## config.mk

```make
export PLATFORM = sky130hd
export DESIGN_NAME = sfc_out_skid
export DESIGN_NICKNAME = d
export VERILOG_FILES = /design/src/rtl/sfc_pkg.sv /design/src/rtl/sfc_out_skid.sv
export SDC_FILE = /design/constraint.sdc
export NUM_CORES = 1
export LEC_CHECK = 0
export BUFFER_PORTS_ARGS = -buffer_cell sky130_fd_sc_hd__buf_2
export CAP_MARGIN = 40
export CORE_MARGIN = 2
export CORE_UTILIZATION = 25
export CTS_CLUSTER_DIAMETER = 30
export DETAILED_ROUTE_END_ITERATION = 8
export MAX_ROUTING_LAYER = met4
export PLACE_DENSITY = 0.43
export SLEW_MARGIN = 20
export SYNTH_ARGS = -nofsm -noshare
export SYNTH_HDL_FRONTEND = slang
export SYNTH_SLANG_ARGS = --single-unit
export TNS_END_PERCENT = 100
```

## constraint.sdc

```tcl
create_clock -name clk -period 5.8 [get_ports clk]
set_input_delay 0.29 -clock clk [delete_from_list [all_inputs] [get_ports clk]]
set_output_delay 0.29 -clock clk [all_outputs]
set_load 0.02 [all_outputs]
```

## src/rtl/sfc_pkg.sv

```systemverilog
// sfc_pkg: shared types and constants for the sphere/frustum cull pipeline.
// No dependencies; imported by every rtl/sfc_* module and the top level.
package sfc_pkg;

  localparam int PlaneCount  = 6;
  localparam int PosW        = 24;
  localparam int NormW       = 14;
  localparam int DistW       = 22;
  localparam int RadW        = 16;
  localparam int IdxW        = 16;
  localparam int HandleW     = 17;
  localparam int ProdW       = NormW + PosW;   // one normal * position product
  localparam int SumW        = 42;             // exact Q.20 sum, ample headroom
  localparam int FracShift   = 12;             // aligns Q.8 terms to Q.20

  localparam logic [HandleW-1:0] NodeCountMax = 17'd65536;

  // configuration register indexes
  localparam logic [2:0] RegPlaneLeft   = 3'd0;
  localparam logic [2:0] RegPlaneRight  = 3'd1;
  localparam logic [2:0] RegPlaneBottom = 3'd2;
  localparam logic [2:0] RegPlaneTop    = 3'd3;
  localparam logic [2:0] RegPlaneNear   = 3'd4;
  localparam logic [2:0] RegPlaneFar    = 3'd5;
  localparam logic [2:0] RegRadius      = 3'd6;

  localparam logic [RadW-1:0] RadiusReset = 16'd512;

  // node payload handed from cell to cell
  typedef struct packed {
    logic signed [PosW-1:0] pos_x;
    logic signed [PosW-1:0] pos_y;
    logic signed [PosW-1:0] pos_z;
    logic                   keep;
    logic [IdxW-1:0]        node_index;
    logic                   last_node;
  } node_t;

  // result beat
  typedef struct packed {
    logic               in_view;
    logic [HandleW-1:0] node_handle;
    logic               frame_end;
  } result_t;

endpackage

```

## src/rtl/sfc_out_skid.sv

```systemverilog
// sfc_out_skid: output register plus one skid entry for the result stream.
// Depends on sfc_pkg.
module sfc_out_skid (
  input  logic             clk,
  input  logic             rst,
  input  logic             in_valid,
  input  sfc_pkg::result_t in_data,
  output logic             in_ready,
  output logic             out_valid,
  output sfc_pkg::result_t out_data,
  input  logic             out_ready
);
  import sfc_pkg::*;

  logic    skid_valid;
  result_t skid_data;

  assign in_ready = ~skid_valid;

  always_ff @(posedge clk) begin
    if (rst) begin
      out_valid  <= 1'b0;
      skid_valid <= 1'b0;
    end else if (out_valid && !out_ready) begin
      if (in_valid && !skid_valid) begin
        skid_valid <= 1'b1;
        skid_data  <= in_data;
      end
    end else if (skid_valid) begin
      // upstream is held while the skid is full, so in_valid is low here
      out_valid  <= 1'b1;
      out_data   <= skid_data;
      skid_valid <= 1'b0;
    end else begin
      out_valid <= in_valid;
      out_data  <= in_data;
    end
  end

endmodule

```

Word-level counts from Yosys, hierarchy flattened
Cells that the tools add are included.

storage, ports and cells
  output and inout port bits = 21
  flip-flop bits (word level) = 40

operators by class
  reductions and logical operators = 7
  multiplexer cells = 2
  bitwise logic cells = 3

operators by type and width
  operator             number
  $mux W19             1
  $not A1 Y1           3
  $reduce_and A3 Y1    1
  $logic_and A1 B1 Y1  2
  $logic_not A1 Y1     2
  $reduce_and A2 Y1    1
  $reduce_or A2 Y1     1
  $mux W1              1

Longest topological paths before layout
  word-level depth = 4
  depth in mapped cells = 3
  depth with buffers taken out = 2

Least setup slack after synthesis
No wires, ideal clock.

  path type = register -> register
  start point = register out_valid
  end point = register skid_data[0] in the netlist's numbering, enable pin
  period minus slack after synthesis = 2.163 ns
  required time = 5.392 ns
  setup time = 0.408 ns
  arrival time = 1.754 ns
  path buffers = 0
  setup slack = 3.637 ns
  cell stages (with the launch flop) = 3
  path through = dfxtp_1 nand2b_1 nor4b_2

between the ends
  word-level cells in the longest chain between the ends = 2

ends and longest elaborated chain
  element                             RTL line            text
  start, declared                     sfc_out_skid.sv:9   output logic out_valid,
  start signal, assigned              sfc_out_skid.sv:35  out_valid <= in_valid;
  $logic_and A1 B1 Y1                 sfc_out_skid.sv:24  end else if (out_valid && !out_ready) begin
  $reduce_and A3 Y1 (no source line)  n/a
  end signal, assigned                sfc_out_skid.sv:27  skid_data <= in_data;
  end, declared                       sfc_out_skid.sv:16  result_t skid_data;

No other way between the ends.
A chain may end at the register's enable or synchronous reset.

Worst setup path in the final report
  start point = register skid_valid
  end point = output in_ready

between the ends
  word-level cells in the longest chain between the ends = 1

ends and longest elaborated chain
  element                 RTL line            text
  start, declared         sfc_out_skid.sv:15  logic skid_valid;
  start signal, assigned  sfc_out_skid.sv:23  skid_valid <= 1'b0;
  start signal, assigned  sfc_out_skid.sv:26  skid_valid <= 1'b1;
  start signal, assigned  sfc_out_skid.sv:33  skid_valid <= 1'b0;
  $not A1 Y1              sfc_out_skid.sv:18  assign in_ready = ~skid_valid;
  end, declared           sfc_out_skid.sv:8   output logic in_ready,

No other way between the ends.

==> results.toml <==
[floorplan]
die_area_um2 = 6794
ios = 44
core_um2 = 5921
dieWidth_um = 82.43
fp.dieH_um = 82.43
num_rows = 28
initial_utilization_pct = 25.97

[detailed_routing]
ant_nets = 0
route.met3.wl_um = 129
met2_length_mm = 1.303
via_count = 758
drt-met1-wl_mm = 1.008
drt_iter0_markers = 52
wirelength_mm = 2.515
top_layer = "met4"
vias_per_cell = 3.887
remaining_drc_errors = 0
wl_per_cell_um = 12.90
firstDrtPassIters = 3

[global_routing]
antenna_found_initial = 0
track_usage_pct = 8.486
grt_max_degree = 21
grt_overflow = 0
grt_pass1_wl_mm = 3.953
grt_pass1_vias = 831

[finish]
design_area_um2 = 1942
fin_nets = 142
final_layout_size_suffix_gt1_share_pct = 62.50
mostFrequentLayoutCell = "buf_2"
syn_to_final_growth_pct = 26.28
insertedDiodeCount = 0
mostFrequentLayoutCells = "43 x buf_2, 38 x edfxtp_1, 17 x mux2_4"
final_cells = 195

[sta]
fin_skew_ns = 0.003798
finalCritPeriodShare_pct = 27.54
hold_viol = 0
max_slew_margin_pct = 63.41
period_needed_ns = 1.597
setup_violations = 0
fin_tns_setup_ns = 0
rsz0062_at_grt = "no"
drv_slew = 0
timing.fmax_mhz = 626.2
worst_slew_pin_slew_ns = 0.5464

[yosys]
synth_nets = 91
netlist.area_leader.share_pct = 74.21
synthTopCellsByArea = "edfxtp_1 74%, mux2_4 17%, dfxtp_1 2.6%"
synthCells = 68
ys_ff_latch = 40
yosysWarnings = 0
syn_avg_cell_area_um2 = 22.61
synth_largest_area_cell = "edfxtp_1"
ys_types = 12
syn_area_um2 = 1538
ys_seq_area_share_pct = 76.81

[place]
hpwl_mm = 1.804
io_buffers = 43
gp_congestion = 0.7038
dp_cells = 187
dpl-instance-area_um2 = 1862

[power_and_ir_drop]
sw_frac_of_total_pct = 20.80
p_clk_share_pct = 30.7
pwr-share-comb_pct = 9.4
p_int_w = 0.0004385
p_leak_nw = 0.7384
power.density_nw_per_um2 = 285.1
vdd_ir_drop_max_mv = 0.08889
sequentialPowerShare_pct = 59.9
switching_power_w = 0.0001152

[critical_path]
crit_path_max_fanout = 20
cp_slowest_stage_delay_ns = 0.42
crit_family = "buffers and inverters"
r2r_start = "out_valid"
worstPathRequired_ns = 5.51
worstSetupStartpointType = "flip-flop"
cp-startpoint = "skid_valid"
arrival_ns = 1.31
path_class = "reg -> out"
cp-end-kind = "primary output"
cp_cell_sequence = "buf_4 -> inv_1 -> buf_2"
cpMaxStageDelayCell = "dfxtp_1"
path_buf_inv = 3

[clock_tree]
cts_buffers = 5
htreeDepth = 2
clkSinkCount = 40
post-cts-setup-buffer-count = 0
cts_hold_buf = 0
tritoncts = "yes"
cts_resized = 0
cts-root-buf = "clkbuf_8"
clk_pin_slew_worst_paths_ns = 0.07
clock_path_buffers = 2
clk_latency_ns = 0.28

[run]
maxCapViolCount = 0

[worst_hold_path]
hp-class = "in -> reg"
holdCritStartpoint = "in_data[11]"

[outcome]
status = "finished clean"
-- worst paths after layout --
check | to | slack, ns | depth (start not counted)
setup reg to reg | out_data[4] | 4.23 | 3
hold reg to reg | out_data[0] | 0.55 | 1
setup / recovery | in_ready | 4.20 | 3
hold / removal | skid_data[11] | 0.20 | 1
-- synthesized netlist by cell type, drive strengths merged --
cell / n
edfxtp: 38
mux2: 19
buf: 2
dfxtp: 2
a21oi: 1
inv: 1
nand2b: 1
nor2: 1
nor2b: 1
nor3: 1
nor4b: 1
-- state kept, by name, indices dropped and copies added (netlist names) --
signal,cells
out_data,19
skid_data,19
out_valid,1
skid_valid,1
-- metal layers --
| layer | vias to the layer above | track usage [%] |
|---|---|---|
| li1 | 366 | - |
| met5 | - | - |
| met4 | 0 | 5.500 |
| met2 | 24 | 13.95 |
| met3 | 6 | 2.283 |
| met1 | 362 | 8.990 |
-- final cells by class --
| class | count | area [um^2] |
|---|---|---|
| Clock buffer | 8 | 80.08 |
| Fill cell | 573 | 3979 |
| Inverter | 1 | 3.754 |
| Multi-Input combinational cell | 25 | 341.6 |
| Sequential cell | 40 | 1181 |
| Tap cell | 75 | 93.84 |
| Timing Repair Buffer | 46 | 241.5 |
-- power by group through the flow --
stage,sequential (W),clock (W),combinational (W)
floorplan,0.000350,0,0.0000186
global placement,0.000338,0,0.0000510
detailed placement,0.000338,0,0.0000532
CTS,0.000332,0.000180,0.0000534
global route,0.000333,0.000190,0.0000569
finish,0.000332,0.000170,0.0000519
-- logic make-up after synthesis --
group,after synthesis,share of synthesized area [%]
flops,40,76.81
mux,19,18.06
simple gates,5,2.848
buf+inv,3,1.708
compound gates,1,0.5697
-- per-stage QoR --
stage          hold slack, ns  power [W]  setup slack, ns  util [%]
6_report               0.1979  0.0005537            4.203     32.80
4_1_cts                0.1840  0.0005647            4.177     32.80
2_1_floorplan          0.3524  0.0003687            3.637         -
5_1_grt                0.1818  0.0005790            4.064     32.80
3_5_place_dp           0.4863  0.0003916            4.096     31.45
3_3_place_gp           0.4853  0.0003891            3.967     31.26
Power figures use the tool's default switching activity.
