==> src/rtl/sfc_pkg.sv <==
// sfc_pkg: shared types and constants for the sphere/frustum cull pipeline.
// No dependencies; imported by every rtl/sfc_* module and the top level.
package sfc_pkg;

  localparam int PlaneCount  = 6;
  localparam int PosW        = 24;
  localparam int NormW       = 14;
  localparam int DistW       = 22;
  localparam int RadW        = 16;
  localparam int IdxW        = 16;
  localparam int HandleW     = 17;
  localparam int ProdW       = NormW + PosW;   // one normal * position product
  localparam int SumW        = 42;             // exact Q.20 sum, ample headroom
  localparam int FracShift   = 12;             // aligns Q.8 terms to Q.20

  localparam logic [HandleW-1:0] NodeCountMax = 17'd65536;

  // configuration register indexes
  localparam logic [2:0] RegPlaneLeft   = 3'd0;
  localparam logic [2:0] RegPlaneRight  = 3'd1;
  localparam logic [2:0] RegPlaneBottom = 3'd2;
  localparam logic [2:0] RegPlaneTop    = 3'd3;
  localparam logic [2:0] RegPlaneNear   = 3'd4;
  localparam logic [2:0] RegPlaneFar    = 3'd5;
  localparam logic [2:0] RegRadius      = 3'd6;

  localparam logic [RadW-1:0] RadiusReset = 16'd512;

  // node payload handed from cell to cell
  typedef struct packed {
    logic signed [PosW-1:0] pos_x;
    logic signed [PosW-1:0] pos_y;
    logic signed [PosW-1:0] pos_z;
    logic                   keep;
    logic [IdxW-1:0]        node_index;
    logic                   last_node;
  } node_t;

  // result beat
  typedef struct packed {
    logic               in_view;
    logic [HandleW-1:0] node_handle;
    logic               frame_end;
  } result_t;

endpackage

==> src/rtl/sfc_plane_cell.sv <==
// sfc_plane_cell: one frustum plane test, two register stages (products, then sum/compare).
// Depends on sfc_pkg.
module sfc_plane_cell (
  input  logic           clk,
  input  logic           rst,
  input  logic           en,
  input  logic [63:0]    plane,
  input  logic [15:0]    radius,
  input  logic           valid_in,
  input  sfc_pkg::node_t node_in,
  output logic           valid_out,
  output sfc_pkg::node_t node_out
);
  import sfc_pkg::*;

  logic signed [NormW-1:0] nx, ny, nz;
  logic signed [DistW-1:0] dd;
  logic signed [ProdW-1:0] prod_x, prod_y, prod_z;
  logic signed [ProdW-1:0] prod_x_next, prod_y_next, prod_z_next;
  logic signed [SumW-1:0]  dist_sum;
  logic                    a_valid;
  node_t                   a_node;
  logic                    b_valid;
  node_t                   b_node;
  node_t                   b_node_next;

  assign nx = plane[13:0];
  assign ny = plane[27:14];
  assign nz = plane[41:28];
  assign dd = plane[63:42];

  assign prod_x_next = nx * node_in.pos_x;
  assign prod_y_next = ny * node_in.pos_y;
  assign prod_z_next = nz * node_in.pos_z;

  // dist + radius < 0 means the sphere is fully outside
  assign dist_sum = SumW'(prod_x) + SumW'(prod_y) + SumW'(prod_z)
                  + (SumW'(dd) <<< FracShift)
                  + $signed({(SumW - RadW - FracShift)'(0), radius, FracShift'(0)});

  always_comb begin
    b_node_next      = a_node;
    b_node_next.keep = a_node.keep & ~dist_sum[SumW-1];
  end

  always_ff @(posedge clk) begin
    if (rst) begin
      a_valid <= 1'b0;
      b_valid <= 1'b0;
    end else if (en) begin
      a_valid <= valid_in;
      b_valid <= a_valid;
    end
  end

  always_ff @(posedge clk) begin
    if (en) begin
      prod_x <= prod_x_next;
      prod_y <= prod_y_next;
      prod_z <= prod_z_next;
      a_node <= node_in;
      b_node <= b_node_next;
    end
  end

  assign valid_out = b_valid;
  assign node_out  = b_node;

endmodule

==> config.mk <==
export PLATFORM = sky130hd
export DESIGN_NAME = sfc_plane_cell
export DESIGN_NICKNAME = d
export VERILOG_FILES = /design/src/rtl/sfc_pkg.sv /design/src/rtl/sfc_plane_cell.sv
export SDC_FILE = /design/constraint.sdc
export NUM_CORES = 2
export LEC_CHECK = 0
export ABC_AREA = 1
export CAP_MARGIN = 20
export CELL_PAD_IN_SITES_DETAIL_PLACEMENT = 1
export CELL_PAD_IN_SITES_GLOBAL_PLACEMENT = 1
export CORE_MARGIN = 2
export CORE_UTILIZATION = 56
export DETAILED_ROUTE_END_ITERATION = 10
export DONT_BUFFER_PORTS = 1
export PLACE_DENSITY_LB_ADDON = 0.1
export SLEW_MARGIN = 15
export SYNTH_ARGS = -nofsm -noshare
export SYNTH_HDL_FRONTEND = slang
export SYNTH_SLANG_ARGS = --single-unit
export TNS_END_PERCENT = 20
==> constraint.sdc <==
create_clock -name clk -period 10 [get_ports clk]
set_clock_uncertainty 0.2 [all_clocks]
set_input_delay 1.5 -clock clk [delete_from_list [all_inputs] [get_ports clk]]
set_output_delay 1.5 -clock clk [all_outputs]
set_load 0.01 [all_outputs]
# Yosys cells after proc, flatten, opt, wreduce, memory -nomap -nowiden
# Cells that the tools add are included.
[totals]
register_bits = 296
in_bits = 174
output_inout_bits = 91
word_cells = 26
[op_classes]
addsub = 4
mul = 3
bitwise = 2
[ops]
columns = ["cell", "n"]
rows = [
  ["$mul 14x24->38", 3],
  ["$add 41x29->42", 1],
  ["$add 40x34->41", 1],
  ["$add 39x38->40", 1],
  ["$add 38x38->39", 1],
  ["$and 1x1->1", 1],
  ["$not 1->1", 1],
]

# Longest topological paths before layout
[depth]
depth_word = 6
depth_mapped = 26
ltp_nobuf = 25

# Least setup slack after synthesis
# Ideal clock, no wire load.
[synth_timing]
path_kind = "input to register"
from = "in node_in[89] in the netlist's numbering"
to = "reg prod_x[37], data pin"
setup_time_ns = 0.254
arrival_ns = 6.584
required_ns = 9.546
setup_slack_ns = 2.963
cell_stages = 21
path_buffers = 1
cell_sequence = "clkbuf_1 -> nand2_1 -> fa_1 -> inv_1 -> fa_1 -> inv_1 -> fa_1 -> inv_1 -> fa_1 -> fa_1 -> inv_1 -> fa_1 -> inv_1 -> ha_1 -> nand2_1 -> nor2_1 -> inv_1 -> nor3_1 -> nand3_1 -> nand4_1 -> nand2_1"
[synth_via]
elab_chain_len = 1
[synth_rtl]
columns = ["element", "line", "text"]
rows = [
  ["start, declared", "sfc_plane_cell.sv:10", "input sfc_pkg::node_t node_in,"],
  ["$mul 14x24->38", "sfc_plane_cell.sv:32", "assign prod_x_next = nx * node_in.pos_x;"],
  ["named net prod_x_next[37]", "sfc_plane_cell.sv:19", "logic signed [ProdW-1:0] prod_x_next, prod_y_next, prod_z_next;"],
  ["end signal, assigned", "sfc_plane_cell.sv:58", "prod_x <= prod_x_next;"],
  ["end, declared", "sfc_plane_cell.sv:18", "logic signed [ProdW-1:0] prod_x, prod_y, prod_z;"],
]
# The timed path passes the listed nets, and every way through them passes these cells.
# A chain may end at the register's enable or synchronous reset.

# Final worst setup path
[layout_timing]
from = "in plane[13]"
to = "reg prod_x[22], data pin"
[layout_via]
elab_chain_len = 1
[layout_rtl]
columns = ["element", "line", "text"]
rows = [
  ["start, declared", "sfc_plane_cell.sv:7", "input logic [63:0] plane,"],
  ["$mul 14x24->38", "sfc_plane_cell.sv:32", ""],
  ["named net prod_x_next[22]", "sfc_plane_cell.sv:19", ""],
]
# The timed path passes the listed nets, and every way through them passes these cells.

==> impl_metrics.tcl <==
set metrics [dict create \
    htree_levels 2 \
    routed_wl_mm 144 \
    slowest_delay_ns 0.73 \
    cts_inserted_buffers 41 \
    nFillCells 10400 \
    cp-startpoint "plane[13]" \
    cp-start-kind "input pin" \
    holdCritPathClass "flip-flop to flip-flop" \
    syn_to_final_growth_pct 4.51 \
    synth-simple-area-share 0.153 \
    num_vias 36600 \
    drt_iter0_drc 2006 \
    required_ns 10.16 \
    synth_xor_area_frac 0.0149 \
    portBuffers 0 \
    cts_tree "done" \
    final-setup-viol-count 0 \
    first_pass_iters 6 \
    ant_nets 0 \
    synth_edf_count 294 \
    root_buffer "clkbuf_16" \
    async_flop_share 0 \
    cp-end-kind "flip-flop" \
    r2r_slack_ns 6.25 \
    synthTopCellsByArea "fa_1, edfxtp_1, inv_1" \
    synth_compound_area_frac 0.0247 \
    ys_types 33 \
    route.detailed.drc 0 \
    place.gp.congestion 0.925 \
    synth_mux_area_frac 0 \
    hold_viol_final 0 \
    synth_top_family_by_area "adder cells" \
    grt_pass1_vias 42600 \
    slew_headroom -0.0822 \
    postCtsResizedCells 0 \
    rr_worst_depth 13 \
    max_cap_viol_count 0 \
    cp.arrival_ns 7.25 \
    grt-ovfl-total 0 \
    syn_inst 5690 \
    fp.dieH_um 303 \
    start_util 0.565 \
    cts_setup_buffers 0 \
    dp_cells 6700 \
    ys.flop_type "edfxtp_1" \
    die_area_sq_um 91500 \
    grt_usage 0.327 \
    fmax_mhz 141 \
    seq_area_sq_um 8870 \
    cts.sinks 296 \
    grt_pass1_wl_mm 230 \
    reg2reg_from "prod_x[16]$_DFFE_PP_" \
    yosysMostFrequentCell "inv_1" \
    yosys.area.top_type_share 0.411 \
    die_width_um 303 \
    fin_crit_ns 7.09 \
    tightest_slew_ns 1.62 \
    antenna_found_initial 6 \
    synth_common_cells "inv_1, nand2_1, fa_1" \
    core_sq_um 88400 \
    syn-num-nets 7219 \
    synthAdderAreaFrac 0.494 \
    rows 109 \
    rsz0062_at_grt "no" \
    finalNonFillerCells 6773 \
    critPathMostFrequentCell "fa_1" \
    slowest_stage "inv_1" \
    finalCritPeriodShare 0.709 \
    vias_per_cell 5.41 \
    drt-wirelength-per-cell_um 21.2 \
    postCtsHoldBufs 0 \
    critPathCapture "prod_x[22]$_DFFE_PP_" \
    synth_area_sq_um 49900 \
    cp_max_fo 25 \
    postLayoutCoreUtil 0.590 \
    ys_seq_area_frac 0.178 \
    path_clk_slew_ns 0.06 \
    io_pins 265 \
    multi_input_area_sq_um 34300 \
    drive_gt1_frac 0.0209 \
    ys_warn_count 0 \
    critPathKind "input pin to flip-flop" \
    slew_viol_final 91 \
    status "complete, but fails checks" \
    crit_chain "inv_1, or2_2, fa_1, fa_1, inv_1, fa_1, fa_1, fa_1, inv_1, fa_1, inv_1, ha_1, a21oi_1, o21ai_0, a21oi_1, nand2_1, nand2_1, nand2_1, xor2_1" \
    synth.avg_cell_area_sq_um 8.77 \
    grt_max_degree 298 \
    diodes 0 \
    violations "slew limit" \
    nets 7107 \
    clock_path_buffers 3 \
    dp_hpwl_mm 118 \
    setup_slack_ns 2.91 \
    insertion_delay_ns 0.63 \
    timing.rr.end "node_out[17]$_DFFE_PP_" \
    pre_cts_slack_ns 2.42 \
    synth.largest_area_cell "fa_1" \
    ys_ff_latch 296 \
    setup_tns_ns 0 \
]
[registers in the layout, indices dropped and copies added (netlist names)]
name       flops
valid_out      1
prod_y        38
a_node        90
a_valid        1
prod_z        38
node_out      90
prod_x        38
[worst min-delay path by stage]
stage,start,end,slack [ns],cells after the start
after floorplan,a_node[0]$_DFFE_PP_,node_out[0]$_DFFE_PP_,0.20,0
after global placement,a_node[54]$_DFFE_PP_,node_out[54]$_DFFE_PP_,0.20,0
after CTS,a_node[30]$_DFFE_PP_,node_out[30]$_DFFE_PP_,0.22,0
after global routing,a_node[48]$_DFFE_PP_,node_out[48]$_DFFE_PP_,0.22,0
after detailed placement,a_node[30]$_DFFE_PP_,node_out[30]$_DFFE_PP_,0.21,0
final,a_node[29]$_DFFE_PP_,node_out[29]$_DFFE_PP_,0.22,0
[final cells by class]
class / instances / share of cell area
flip-flops and latches: 296 / 0.170
multi-input cells: 3584 / 0.657
repair buffers: 1 / 0.000144
well taps: 1165 / 0.0279
clock inverters: 31 / 0.00657
inverters: 1654 / 0.119
clock buffers: 42 / 0.0197
[routing by layer]
layer,wire (um),vias to the layer above,global-route usage
li1,-,16200,-
met1,56600,19200,0.403
met2,74000,949,0.586
met3,8810,283,0.0584
met4,4040,12,0.0958
met5,88,-,0
[layout by cell type, fill, tap and decap left out, types with 12 or more instances in the layout]
cell type	Yosys	routed
xnor2_1	15	15
a21o_1	13	13
xor2_1	70	70
a21oi_1	121	121
edfxtp_1	294	294
fa_1	1025	1025
nand4_1	31	31
nand2_2	12	12
nor2_1	221	221
clkbuf_16	0	41
nor3_1	12	12
o21ai_0	61	61
nand2_1	1485	1485
inv_1	1654	1654
nand3_1	102	102
or2_2	19	19
o21bai_1	12	12
ha_1	330	330
[worst max-delay path: cells and delay by family]
kind                     cells  cell delay (ns)
AND/OR/NAND/NOR              4             0.65
XOR/XNOR                     1             0.19
AO/OA/AOI/OAI                3             0.72
adder cells (fa/ha/maj)      7             3.28
buffers and inverters        4             0.91
[kinds of logic after synthesis]
logic type / count (synthesis)
and+or+nand+nor: 1917
buffers and inverters: 1810
adders and majority gates: 1355
DFF: 296
AOI/OAI and AO/OA: 227
xor gates and xnor gates: 85
[through the flow]
stage | hold WS, ns | instance area (sq um)
final | 0.217 | 52200
after global routing | 0.224 | 52200
after CTS | 0.219 | 52200
after detailed placement | 0.205 | 50800
after global placement | 0.200 | 50800
after floorplan | 0.200 | 49900
Power is not shown: default switching activity piles up to over one toggle a cycle in this logic, so the estimate is an artifact.
